## config.mk

```make
export PLATFORM = sky130hd
export DESIGN_NAME = mulaw_raised_cosine_interpolator_unit
export DESIGN_NICKNAME = d
export VERILOG_FILES = /design/src/hdl/mrci_pkg.sv /design/src/hdl/mulaw_raised_cosine_interpolator_unit.sv /design/src/hdl/mrci_fifo.sv /design/src/hdl/mrci_front.sv /design/src/hdl/mrci_back.sv
export SDC_FILE = /design/constraint.sdc
export NUM_CORES = 2
export LEC_CHECK = 0
export BUFFER_PORTS_ARGS = -buffer_cell sky130_fd_sc_hd__buf_2
export CORE_ASPECT_RATIO = 1.25
export CORE_MARGIN = 2
export CORE_UTILIZATION = 39
export CTS_CLUSTER_DIAMETER = 40
export DETAILED_ROUTE_END_ITERATION = 12
export PLACE_DENSITY = 0.54
export SKIP_LAST_GASP = 1
export SYNTH_ARGS = -nofsm -noshare
export SYNTH_HDL_FRONTEND = slang
export SYNTH_SLANG_ARGS = --single-unit
```

## constraint.sdc

```tcl
create_clock -name clk -period 23 [get_ports clk]
set_clock_uncertainty 0.15 [all_clocks]
set_input_delay 5.75 -clock clk [delete_from_list [all_inputs] [get_ports clk]]
set_output_delay 5.75 -clock clk [all_outputs]
set_load 0.05 [all_outputs]
```

## src/hdl/mrci_pkg.sv

```systemverilog
// Shared types, constants and functions of the mu-law raised-cosine interpolator.
// Holds the mu-law decoder, the raised-cosine weight generator and width helpers.
// No dependencies.
package mrci_pkg;

	localparam int LEVEL_W  = 16;
	localparam int DELTA_W  = 17;
	localparam int WEIGHT_W = 16;
	localparam int PROD_W   = DELTA_W + WEIGHT_W + 1;

	localparam int MAX_SPAN_DEF           = 64;
	localparam int WEIGHT_TABLE_DEPTH_DEF = 256;
	localparam int MID_FIFO_DEPTH         = 2;
	localparam int OUT_FIFO_DEPTH         = 4;

	localparam logic signed [LEVEL_W-1:0] RESTART_LEVEL = 16'sd128;
	localparam logic [7:0] SPAN_NONE = 8'h00;
	localparam logic [7:0] CMD_SPAN  = 8'hFF;

	localparam longint unsigned PI_Q30 = 64'd3373259426;

	typedef enum logic [1:0] {
		FR_IDLE,
		FR_DIV,
		FR_PUSH
	} front_state_t;

	function automatic int span_width(int max_span);
		return $clog2(max_span + 1);
	endfunction

	function automatic int quot_width(int depth);
		return $clog2(depth + 1);
	endfunction

	// base level, delta, span, index step quotient, index step remainder
	function automatic int cmd_width(int max_span, int depth);
		return LEVEL_W + DELTA_W + 2 * span_width(max_span) + quot_width(depth);
	endfunction

	function automatic logic signed [LEVEL_W-1:0] mulaw_decode(logic [7:0] code);
		logic [7:0]  u;
		logic [15:0] t;
		u = ~code;
		t = ({9'd0, u[3:0], 3'd0} + 16'h0084) << u[6:4];
		return u[7] ? $signed(16'h0084 - t) : $signed(t - 16'h0084);
	endfunction

	// Q30 sine by a nine-term Taylor series, squared into a Q1.15 weight.
	function automatic logic [WEIGHT_W-1:0] raised_cosine_weight(longint unsigned a);
		longint unsigned x2;
		longint unsigned term;
		longint unsigned s;
		longint unsigned sq;
		x2   = (a * a) >> 30;
		term = a;
		s    = a;
		term = ((term * x2) >> 30) / 6;   s = s - term;
		term = ((term * x2) >> 30) / 20;  s = s + term;
		term = ((term * x2) >> 30) / 42;  s = s - term;
		term = ((term * x2) >> 30) / 72;  s = s + term;
		term = ((term * x2) >> 30) / 110; s = s - term;
		term = ((term * x2) >> 30) / 156; s = s + term;
		term = ((term * x2) >> 30) / 210; s = s - term;
		term = ((term * x2) >> 30) / 272; s = s + term;
		sq   = s * s + (64'd1 << 44);
		return WEIGHT_W'(sq >> 45);
	endfunction

endpackage

```

## src/hdl/mulaw_raised_cosine_interpolator_unit.sv

```systemverilog
// Top level of the mu-law raised-cosine interpolator: front end, command queue,
// back end. Uses mrci_pkg, mrci_front, mrci_fifo and mrci_back.
//
// Each pushed point carries a mu-law code and a span; the block emits span
// samples (span above MAX_SPAN saturates to it) rising from the previous level
// to the decoded one along a raised-cosine curve, and flags the final sample
// with last. Spans of zero and 0xFF are commands: they emit nothing and only
// apply restart, which sets the previous level back to 128. Rate: the back end
// emits one sample per cycle while the result queue has room; the front end
// runs each point through its restoring divider that turns depth/span into an
// index step, and overlaps this with the back end's run of the previous point
// through a two-entry command queue. A command point leaves the front end free
// for the next point. After the back end picks up a point, its samples pass the
// index step, weight table read and multiply registers to the result queue.
// No clearing pass follows reset.
module mulaw_raised_cosine_interpolator_unit #(
	parameter int MAX_SPAN           = mrci_pkg::MAX_SPAN_DEF,
	parameter int WEIGHT_TABLE_DEPTH = mrci_pkg::WEIGHT_TABLE_DEPTH_DEF
) (
	input  logic               clk,
	input  logic               arst_n,
	input  logic               push,
	output logic               full,
	input  logic [7:0]         mulaw_code,
	input  logic [7:0]         span,
	input  logic               restart,
	output logic               empty,
	input  logic               pop,
	output logic signed [15:0] sample,
	output logic               last
);
	import mrci_pkg::*;

	localparam int CmdW = cmd_width(MAX_SPAN, WEIGHT_TABLE_DEPTH);

	logic [CmdW-1:0] front_cmd;
	logic [CmdW-1:0] back_cmd;
	logic            mid_push;
	logic            mid_full;
	logic            mid_pop;
	logic            mid_empty;

	// Classify points, track the previous level, divide depth by span.
	mrci_front #(
		.MAX_SPAN          (MAX_SPAN),
		.WEIGHT_TABLE_DEPTH(WEIGHT_TABLE_DEPTH)
	) u_front (
		.clk       (clk),
		.arst_n    (arst_n),
		.push      (push),
		.full      (full),
		.mulaw_code(mulaw_code),
		.span      (span),
		.restart   (restart),
		.cmd_push  (mid_push),
		.cmd_full  (mid_full),
		.cmd       (front_cmd)
	);

	// Decouple the two halves so either can stall on its own.
	mrci_fifo #(
		.WIDTH(CmdW),
		.DEPTH(MID_FIFO_DEPTH)
	) u_mid_fifo (
		.clk   (clk),
		.arst_n(arst_n),
		.push  (mid_push),
		.wdata (front_cmd),
		.full  (mid_full),
		.pop   (mid_pop),
		.rdata (back_cmd),
		.empty (mid_empty),
		.count ()
	);

	// Emit one sample per cycle into the result queue while it has room.
	mrci_back #(
		.MAX_SPAN          (MAX_SPAN),
		.WEIGHT_TABLE_DEPTH(WEIGHT_TABLE_DEPTH)
	) u_back (
		.clk      (clk),
		.arst_n   (arst_n),
		.cmd      (back_cmd),
		.cmd_empty(mid_empty),
		.cmd_pop  (mid_pop),
		.sample   (sample),
		.last     (last),
		.empty    (empty),
		.pop      (pop)
	);

	a_mid_push_room: assert property (@(posedge clk) disable iff (!arst_n)
		mid_push |-> !mid_full)
		else $error("command transfer into a full queue");

	a_mid_pop_data: assert property (@(posedge clk) disable iff (!arst_n)
		mid_pop |-> !mid_empty)
		else $error("command taken from an empty queue");

	a_point_busy: assert property (@(posedge clk) disable iff (!arst_n)
		(push && !full && span != SPAN_NONE && span != CMD_SPAN) |=> full)
		else $error("front end free right after taking a point");

	a_cmd_free: assert property (@(posedge clk) disable iff (!arst_n)
		(push && !full && (span == SPAN_NONE || span == CMD_SPAN)) |=> !full)
		else $error("front end stalled after a command point");

endmodule

```

## src/hdl/mrci_fifo.sv

```systemverilog
// Small register-based first-in first-out queue with occupancy count.
// Used between front and back and at the result side. No package dependency.
module mrci_fifo #(
	parameter int WIDTH = 8,
	parameter int DEPTH = 2
) (
	input  logic             clk,
	input  logic             arst_n,
	input  logic             push,
	input  logic [WIDTH-1:0] wdata,
	output logic             full,
	input  logic             pop,
	output logic [WIDTH-1:0] rdata,
	output logic             empty,
	output logic [$clog2(DEPTH+1)-1:0] count
);
	localparam int PtrW = (DEPTH > 1) ? $clog2(DEPTH) : 1;
	localparam int CntW = $clog2(DEPTH + 1);

	logic [WIDTH-1:0] mem [DEPTH];
	logic [PtrW-1:0]  wr_ptr_q;
	logic [PtrW-1:0]  rd_ptr_q;
	logic [CntW-1:0]  count_q;
	logic             push_ok;
	logic             pop_ok;

	assign full    = (count_q == CntW'(DEPTH));
	assign empty   = (count_q == '0);
	assign count   = count_q;
	assign push_ok = push && !full;
	assign pop_ok  = pop && !empty;
	assign rdata   = mem[rd_ptr_q];

	always_ff @(posedge clk) begin
		if (push_ok) begin
			mem[wr_ptr_q] <= wdata;
		end
	end

	always_ff @(posedge clk or negedge arst_n) begin
		if (!arst_n) begin
			wr_ptr_q <= '0;
			rd_ptr_q <= '0;
			count_q  <= '0;
		end else begin
			if (push_ok) begin
				wr_ptr_q <= (wr_ptr_q == PtrW'(DEPTH - 1)) ? '0 : wr_ptr_q + 1'b1;
			end
			if (pop_ok) begin
				rd_ptr_q <= (rd_ptr_q == PtrW'(DEPTH - 1)) ? '0 : rd_ptr_q + 1'b1;
			end
			if (push_ok && !pop_ok) begin
				count_q <= count_q + 1'b1;
			end else if (pop_ok && !push_ok) begin
				count_q <= count_q - 1'b1;
			end
		end
	end

endmodule

```

## src/hdl/mrci_front.sv

```systemverilog
// Front end: accepts points, decodes mu-law, tracks the previous level and
// divides the table depth by the span for the index stepper. Uses mrci_pkg.
module mrci_front #(
	parameter int MAX_SPAN           = mrci_pkg::MAX_SPAN_DEF,
	parameter int WEIGHT_TABLE_DEPTH = mrci_pkg::WEIGHT_TABLE_DEPTH_DEF
) (
	input  logic       clk,
	input  logic       arst_n,
	input  logic       push,
	output logic       full,
	input  logic [7:0] mulaw_code,
	input  logic [7:0] span,
	input  logic       restart,
	output logic       cmd_push,
	input  logic       cmd_full,
	output logic [mrci_pkg::cmd_width(MAX_SPAN, WEIGHT_TABLE_DEPTH)-1:0] cmd
);
	import mrci_pkg::*;

	localparam int SpanW = span_width(MAX_SPAN);
	localparam int QuotW = quot_width(WEIGHT_TABLE_DEPTH);
	localparam int CntW  = $clog2(QuotW);

	front_state_t state_q, state_d;

	logic signed [LEVEL_W-1:0] level_q;
	logic signed [LEVEL_W-1:0] base_q;
	logic signed [DELTA_W-1:0] delta_q;
	logic [SpanW-1:0]          span_q;
	logic [QuotW-1:0]          quot_q;
	logic [QuotW-1:0]          dvd_q;
	logic [SpanW-1:0]          rem_q;
	logic [CntW-1:0]           cnt_q;

	logic                      accept;
	logic                      is_cmd;
	logic signed [LEVEL_W-1:0] dec;
	logic signed [LEVEL_W-1:0] base_sel;
	logic [SpanW-1:0]          span_sat;
	logic [SpanW:0]            trial;
	logic                      ge;

	assign accept   = push && !full;
	assign is_cmd   = (span == SPAN_NONE) || (span == CMD_SPAN);
	assign dec      = mulaw_decode(mulaw_code);
	assign base_sel = restart ? RESTART_LEVEL : level_q;
	assign span_sat = (span > 8'(MAX_SPAN)) ? SpanW'(MAX_SPAN) : SpanW'(span);
	assign trial    = {rem_q, dvd_q[QuotW-1]};
	assign ge       = (trial >= {1'b0, span_q});
	assign cmd      = {base_q, delta_q, span_q, quot_q, rem_q};

	always_comb begin
		state_d = state_q;
		case (state_q)
			FR_IDLE: begin
				if (accept && !is_cmd) begin
					state_d = FR_DIV;
				end
			end
			FR_DIV: begin
				if (cnt_q == '0) begin
					state_d = FR_PUSH;
				end
			end
			FR_PUSH: begin
				if (!cmd_full) begin
					state_d = FR_IDLE;
				end
			end
			default: state_d = FR_IDLE;
		endcase
	end

	always_comb begin
		full     = 1'b1;
		cmd_push = 1'b0;
		case (state_q)
			FR_IDLE: full = 1'b0;
			FR_DIV:  full = 1'b1;
			FR_PUSH: cmd_push = !cmd_full;
			default: full = 1'b1;
		endcase
	end

	always_ff @(posedge clk or negedge arst_n) begin
		if (!arst_n) begin
			state_q <= FR_IDLE;
			level_q <= RESTART_LEVEL;
			cnt_q   <= '0;
		end else begin
			state_q <= state_d;
			if (accept) begin
				if (!is_cmd) begin
					level_q <= dec;
				end else if (restart) begin
					level_q <= RESTART_LEVEL;
				end
				cnt_q <= CntW'(QuotW - 1);
			end else if (state_q == FR_DIV) begin
				cnt_q <= cnt_q - 1'b1;
			end
		end
	end

	// Restoring division of the table depth by the span, one quotient bit a cycle.
	always_ff @(posedge clk) begin
		if (accept) begin
			base_q  <= base_sel;
			delta_q <= DELTA_W'(dec) - DELTA_W'(base_sel);
			span_q  <= span_sat;
			quot_q  <= '0;
			rem_q   <= '0;
			dvd_q   <= QuotW'(WEIGHT_TABLE_DEPTH);
		end else if (state_q == FR_DIV) begin
			dvd_q  <= dvd_q << 1;
			quot_q <= {quot_q[QuotW-2:0], ge};
			rem_q  <= ge ? SpanW'(trial - {1'b0, span_q}) : trial[SpanW-1:0];
		end
	end

endmodule

```

## src/hdl/mrci_back.sv

```systemverilog
// Back end: steps the weight index per sample, reads the weight table,
// scales the level step, rounds and saturates. Uses mrci_pkg and mrci_fifo.
module mrci_back #(
	parameter int MAX_SPAN           = mrci_pkg::MAX_SPAN_DEF,
	parameter int WEIGHT_TABLE_DEPTH = mrci_pkg::WEIGHT_TABLE_DEPTH_DEF
) (
	input  logic               clk,
	input  logic               arst_n,
	input  logic [mrci_pkg::cmd_width(MAX_SPAN, WEIGHT_TABLE_DEPTH)-1:0] cmd,
	input  logic               cmd_empty,
	output logic               cmd_pop,
	output logic signed [15:0] sample,
	output logic               last,
	output logic               empty,
	input  logic               pop
);
	import mrci_pkg::*;

	localparam int SpanW = span_width(MAX_SPAN);
	localparam int QuotW = quot_width(WEIGHT_TABLE_DEPTH);
	localparam int IdxW  = $clog2(WEIGHT_TABLE_DEPTH);
	localparam int OutW  = LEVEL_W + 1;
	localparam int OCntW = $clog2(OUT_FIFO_DEPTH + 1);
	localparam int RndW  = PROD_W - 15 + 1;
	localparam int SumW  = RndW + 1;

	logic [WEIGHT_W-1:0] rom [WEIGHT_TABLE_DEPTH];

	for (genvar g = 0; g < WEIGHT_TABLE_DEPTH; g++) begin : g_rom
		localparam longint unsigned Angle = (PI_Q30 * 64'(g)) / (2 * WEIGHT_TABLE_DEPTH);
		assign rom[g] = raised_cosine_weight(Angle);
	end

	logic signed [LEVEL_W-1:0] c_base;
	logic signed [DELTA_W-1:0] c_delta;
	logic [SpanW-1:0]          c_span;
	logic [QuotW-1:0]          c_qs;
	logic [SpanW-1:0]          c_rs;

	logic                      run_q;
	logic signed [LEVEL_W-1:0] base_q;
	logic signed [DELTA_W-1:0] delta_q;
	logic [SpanW-1:0]          span_q;
	logic [QuotW-1:0]          qs_q;
	logic [SpanW-1:0]          rs_q;
	logic [SpanW-1:0]          j_q;
	logic [QuotW-1:0]          acc_q;
	logic [SpanW-1:0]          frac_q;

	logic                      vld_s1;
	logic [WEIGHT_W-1:0]       w_s1;
	logic signed [DELTA_W-1:0] delta_s1;
	logic signed [LEVEL_W-1:0] base_s1;
	logic                      last_s1;

	logic                      vld_s2;
	logic signed [PROD_W-1:0]  prod_s2;
	logic signed [LEVEL_W-1:0] base_s2;
	logic                      last_s2;

	logic                      issue;
	logic                      run_last;
	logic                      load;
	logic                      credit_ok;
	logic [SpanW:0]            fsum;
	logic                      wrap;
	logic [OCntW-1:0]          out_count;
	logic [OutW-1:0]           out_rdata;

	logic [PROD_W-1:0]         mag;
	logic [PROD_W-1:0]         mag_rnd;
	logic [RndW-1:0]           rnd;
	logic signed [SumW-1:0]    val;
	logic signed [LEVEL_W-1:0] val_sat;

	assign {c_base, c_delta, c_span, c_qs, c_rs} = cmd;

	// Hold issue while results in flight could overrun the result queue.
	assign credit_ok = ({1'b0, out_count} + (OCntW + 1)'(vld_s1) + (OCntW + 1)'(vld_s2))
		< (OCntW + 1)'(OUT_FIFO_DEPTH);
	assign issue    = run_q && credit_ok;
	assign run_last = (SpanW'(j_q + 1'b1) == span_q);
	assign load     = !cmd_empty && (!run_q || (issue && run_last));
	assign cmd_pop  = load;

	// Index step: acc + frac/span advances by depth/span each sample.
	assign fsum = {1'b0, frac_q} + {1'b0, rs_q};
	assign wrap = (fsum >= {1'b0, span_q});

	always_ff @(posedge clk or negedge arst_n) begin
		if (!arst_n) begin
			run_q  <= 1'b0;
			vld_s1 <= 1'b0;
			vld_s2 <= 1'b0;
		end else begin
			if (load) begin
				run_q <= 1'b1;
			end else if (issue && run_last) begin
				run_q <= 1'b0;
			end
			vld_s1 <= issue;
			vld_s2 <= vld_s1;
		end
	end

	always_ff @(posedge clk) begin
		if (load) begin
			base_q  <= c_base;
			delta_q <= c_delta;
			span_q  <= c_span;
			qs_q    <= c_qs;
			rs_q    <= c_rs;
			j_q     <= '0;
			acc_q   <= '0;
			frac_q  <= '0;
		end else if (issue) begin
			j_q    <= j_q + 1'b1;
			acc_q  <= acc_q + qs_q + QuotW'(wrap);
			frac_q <= wrap ? SpanW'(fsum - {1'b0, span_q}) : fsum[SpanW-1:0];
		end
	end

	always_ff @(posedge clk) begin
		if (issue) begin
			w_s1     <= rom[acc_q[IdxW-1:0]];
			delta_s1 <= delta_q;
			base_s1  <= base_q;
			last_s1  <= run_last;
		end
		prod_s2 <= PROD_W'(delta_s1) * $signed({1'b0, w_s1});
		base_s2 <= base_s1;
		last_s2 <= last_s1;
	end

	// Round half away from zero after the Q15 scale, then add and saturate.
	always_comb begin
		mag     = prod_s2[PROD_W-1] ? PROD_W'(-prod_s2) : PROD_W'(prod_s2);
		mag_rnd = mag + PROD_W'(16384);
		rnd     = RndW'(mag_rnd >> 15);
		val     = SumW'(base_s2) + (prod_s2[PROD_W-1] ? -$signed({1'b0, rnd})
			: $signed({1'b0, rnd}));
		if (val > SumW'(32767)) begin
			val_sat = 16'sh7FFF;
		end else if (val < -SumW'(32768)) begin
			val_sat = 16'sh8000;
		end else begin
			val_sat = LEVEL_W'(val);
		end
	end

	mrci_fifo #(
		.WIDTH(OutW),
		.DEPTH(OUT_FIFO_DEPTH)
	) u_out_fifo (
		.clk   (clk),
		.arst_n(arst_n),
		.push  (vld_s2),
		.wdata ({val_sat, last_s2}),
		.full  (),
		.pop   (pop),
		.rdata (out_rdata),
		.empty (empty),
		.count (out_count)
	);

	assign sample = $signed(out_rdata[OutW-1:1]);
	assign last   = out_rdata[0];

endmodule
```

==> out/metrics.yaml <==
clock_tree:
  cts_made_buffers: 73
  clk_pin_slew_worst_paths_ns: 0.06
  ctsHoldBuffers: 0
  cts_root_buffer: "clkbuf_16"
  clk_latency_ns: 0.62
  post_cts.resized_instances: 0
  cts.htree.levels: 3
  cts_setup_buffers: 0
  ctsLongestPathBuffers: 3
  clock-sinks: 442
  cts_tree: "yes"
synthesis:
  seq_area_frac_synth_pct: 35.7
  yosysMostFrequentCell: "inv_1"
  async_flop_share_pct: 8.14
  synth_commonest_cells: "inv_1, nand2_1, edfxtp_1"
  ys_ff_latch: 442
  synth_top_flop_cell: "edfxtp_1"
  ys_warn_count: 0
  synth_top_area_share_pct: 27.8
  ys_types: 94
  synth_top_area_cell: "edfxtp_1"
  synth_nets: 3902
  synth_edf_count: 317
  avgSynthCellArea_um2: 9.99
  syn_area_um2: 34200
  synth_cells: 3426
  yosys-top-cells-area: "edfxtp_1, fa_1, ha_1"
run:
  drv_cap: 0
setup_path:
  rr_startpoint: "u_back.prod_s2[33]"
  cp-start-kind: "primary input"
  path_class: "in2reg"
  arrival_ns: 9.08
  r2r_cells: 25
  critical_path.endpoint_type: "flip-flop"
  crit_fanout: 12
  critPathRequiredTime_ns: 23.31
  timing.rr.end: "u_back.u_out_fifo.mem[3][11]"
  reg2reg_slack_ns: 14.91
timing:
  tightest_slew_ns: 1.13
  relSlewSlack_pct: 24.2
  slew_violations: 0
  max_freq_mhz: 114
  setup-violations-final: 0
  fin_crit_ns: 8.78
  final.period_utilization_pct: 38.2
  hold_violations: 0
  setup_tns_ns: 0
  rsz0062_at_grt: "false"
floorplan:
  die-area_um2: 90100
  num_rows: 121
  fp.dieW_um: 269
  start_util_pct: 39.3
  coreArea_um2: 87100
  fp.dieH_um: 335
  pin_count: 40
drt:
  routed-via-count: 24489
  dr.pass1.iters: 6
  wl_per_cell_um: 18.6
  drc: 0
  vias_per_cell: 5.30
  drt.antenna.violating_nets: 0
  dr.first_iter.drc_count: 1683
  totalWireLength_um: 86000
cells_and_area:
  area_growth_pct: 11.2
  nets: 3865
  insertedDiodeCount: 0
  fillers: 8272
  drive_above_1_share_pct: 9.62
worst_hold_path:
  min_to: "u_back.base_s2[1]"
  whs_path_depth: 0
  hp-class: "reg2reg"
  min_from: "u_back.base_s1[1]"
placement:
  dp_hpwl_um: 62900
  numPortBuffers: 39
  gp_congestion: 0.933
grt:
  antenna_found_initial: 0
  grt_usage_pct: 19.6
  grt_pass1_wl_um: 139000
  grt_overflow_total: 0
  grt_pass1_vias: 25005
  grt_start_max_net_pins: 86
outcome:
  outcome: "finished clean"
## cell usage in the layout, fill, tap and decap left out, types with 44 or more instances in the layout
cell,synthesis,final
and2_1,131,130
nor3_1,53,53
ha_1,187,187
inv_1,415,412
xnor2_1,108,108
dfxtp_1,89,85
nor2_1,208,207
nand3_1,56,56
clkbuf_16,0,73
a21o_1,46,46
edfxtp_1,317,317
nand2b_1,44,44
a21oi_1,181,181
mux2_2,64,64
nand2_1,368,368
o21ai_0,165,165
xor2_1,57,57
fa_1,268,268
## worst max path at each step
stage                        startpoint             endpoint  slack, ns  depth (start not counted)
after CTS                 mulaw_code[4]  u_front.delta_q[16]      14.22                         14
after detailed placement  mulaw_code[4]  u_front.delta_q[16]      13.58                         14
after floorplan           mulaw_code[6]  u_front.delta_q[16]      13.86                         16
after global routing      mulaw_code[4]  u_front.delta_q[14]      13.90                         14
after global placement    mulaw_code[4]  u_front.delta_q[16]      13.60                         14
final                     mulaw_code[4]  u_front.delta_q[16]      14.22                         14
## metrics by stage
| stage | utilization [%] | hold slack [ns] | area, um^2 | cells | worst slack [ns] |
|---|---|---|---|---|---|
| after floorplan | - | 0.173 | 34200 | 3426 | 13.86 |
| after global placement | 40.7 | 0.174 | 35400 | 4482 | 13.60 |
| after CTS | 43.7 | 0.184 | 38000 | 4618 | 14.22 |
| final | 43.7 | 0.179 | 38000 | 4618 | 14.22 |
| after global routing | 43.7 | 0.187 | 38000 | 4618 | 13.90 |
| after detailed placement | 40.7 | 0.177 | 35400 | 4482 | 13.58 |
## cells by family after synthesis
family                   Yosys count  synth area share (%)
multiplexers                     109                  4.50
buffers and inverters            596                  6.61
AO/OA/AOI/OAI                    682                  12.8
AND/OR/NAND/NOR                  977                  13.7
adder cells (fa/ha/maj)          455                  22.5
flip-flops                       442                  35.7
XOR/XNOR                         165                  4.22
## registers in the layout, indices dropped and copies added, names as in the netlist, 15 cells and up
signal and flops:
u_back.u_out_fifo.mem 68, u_back.base_s1 16, u_back.w_s1 15, u_front.level_q 16
u_back.base_s2 16, u_back.prod_s2 34, u_mid_fifo.mem 108, u_front.base_q 15
u_back.delta_q 16, u_back.base_q 16, u_back.delta_s1 16, u_front.delta_q 17
## final cells by class
cell class	instances	area, um^2	share of cell area (%)
Sequential cell	442	12200	32.1
Clock buffer	79	1850	4.86
Timing Repair Buffer	66	398	1.05
Tap cell	1168	1460	3.84
Multi-Input combinational cell	2388	19800	52.0
Clock inverter	57	762	2.00
Inverter	418	1570	4.13
## metal layers
layer / GRT usage (%) / wire length, um
met5: 0 / 0
met2: 33.3 / 42200
met3: 2.65 / 4000
met4: 7.59 / 3400
met1: 25.3 / 36500
## critical path, cell delays in order
cell,delay (ns)
buf_2,0.21
mux4_2,0.54
mux2i_1,0.33
nor2b_1,0.12
mux2_2,0.28
a22oi_1,0.21
xnor2_1,0.18
ha_1,0.30
a21oi_1,0.23
o21bai_1,0.10
a21oi_1,0.29
o21bai_1,0.13
a311o_1,0.32
o211ai_1,0.09
Power is not shown: default switching activity piles up to over one toggle a cycle in this logic, so the estimate is an artifact.
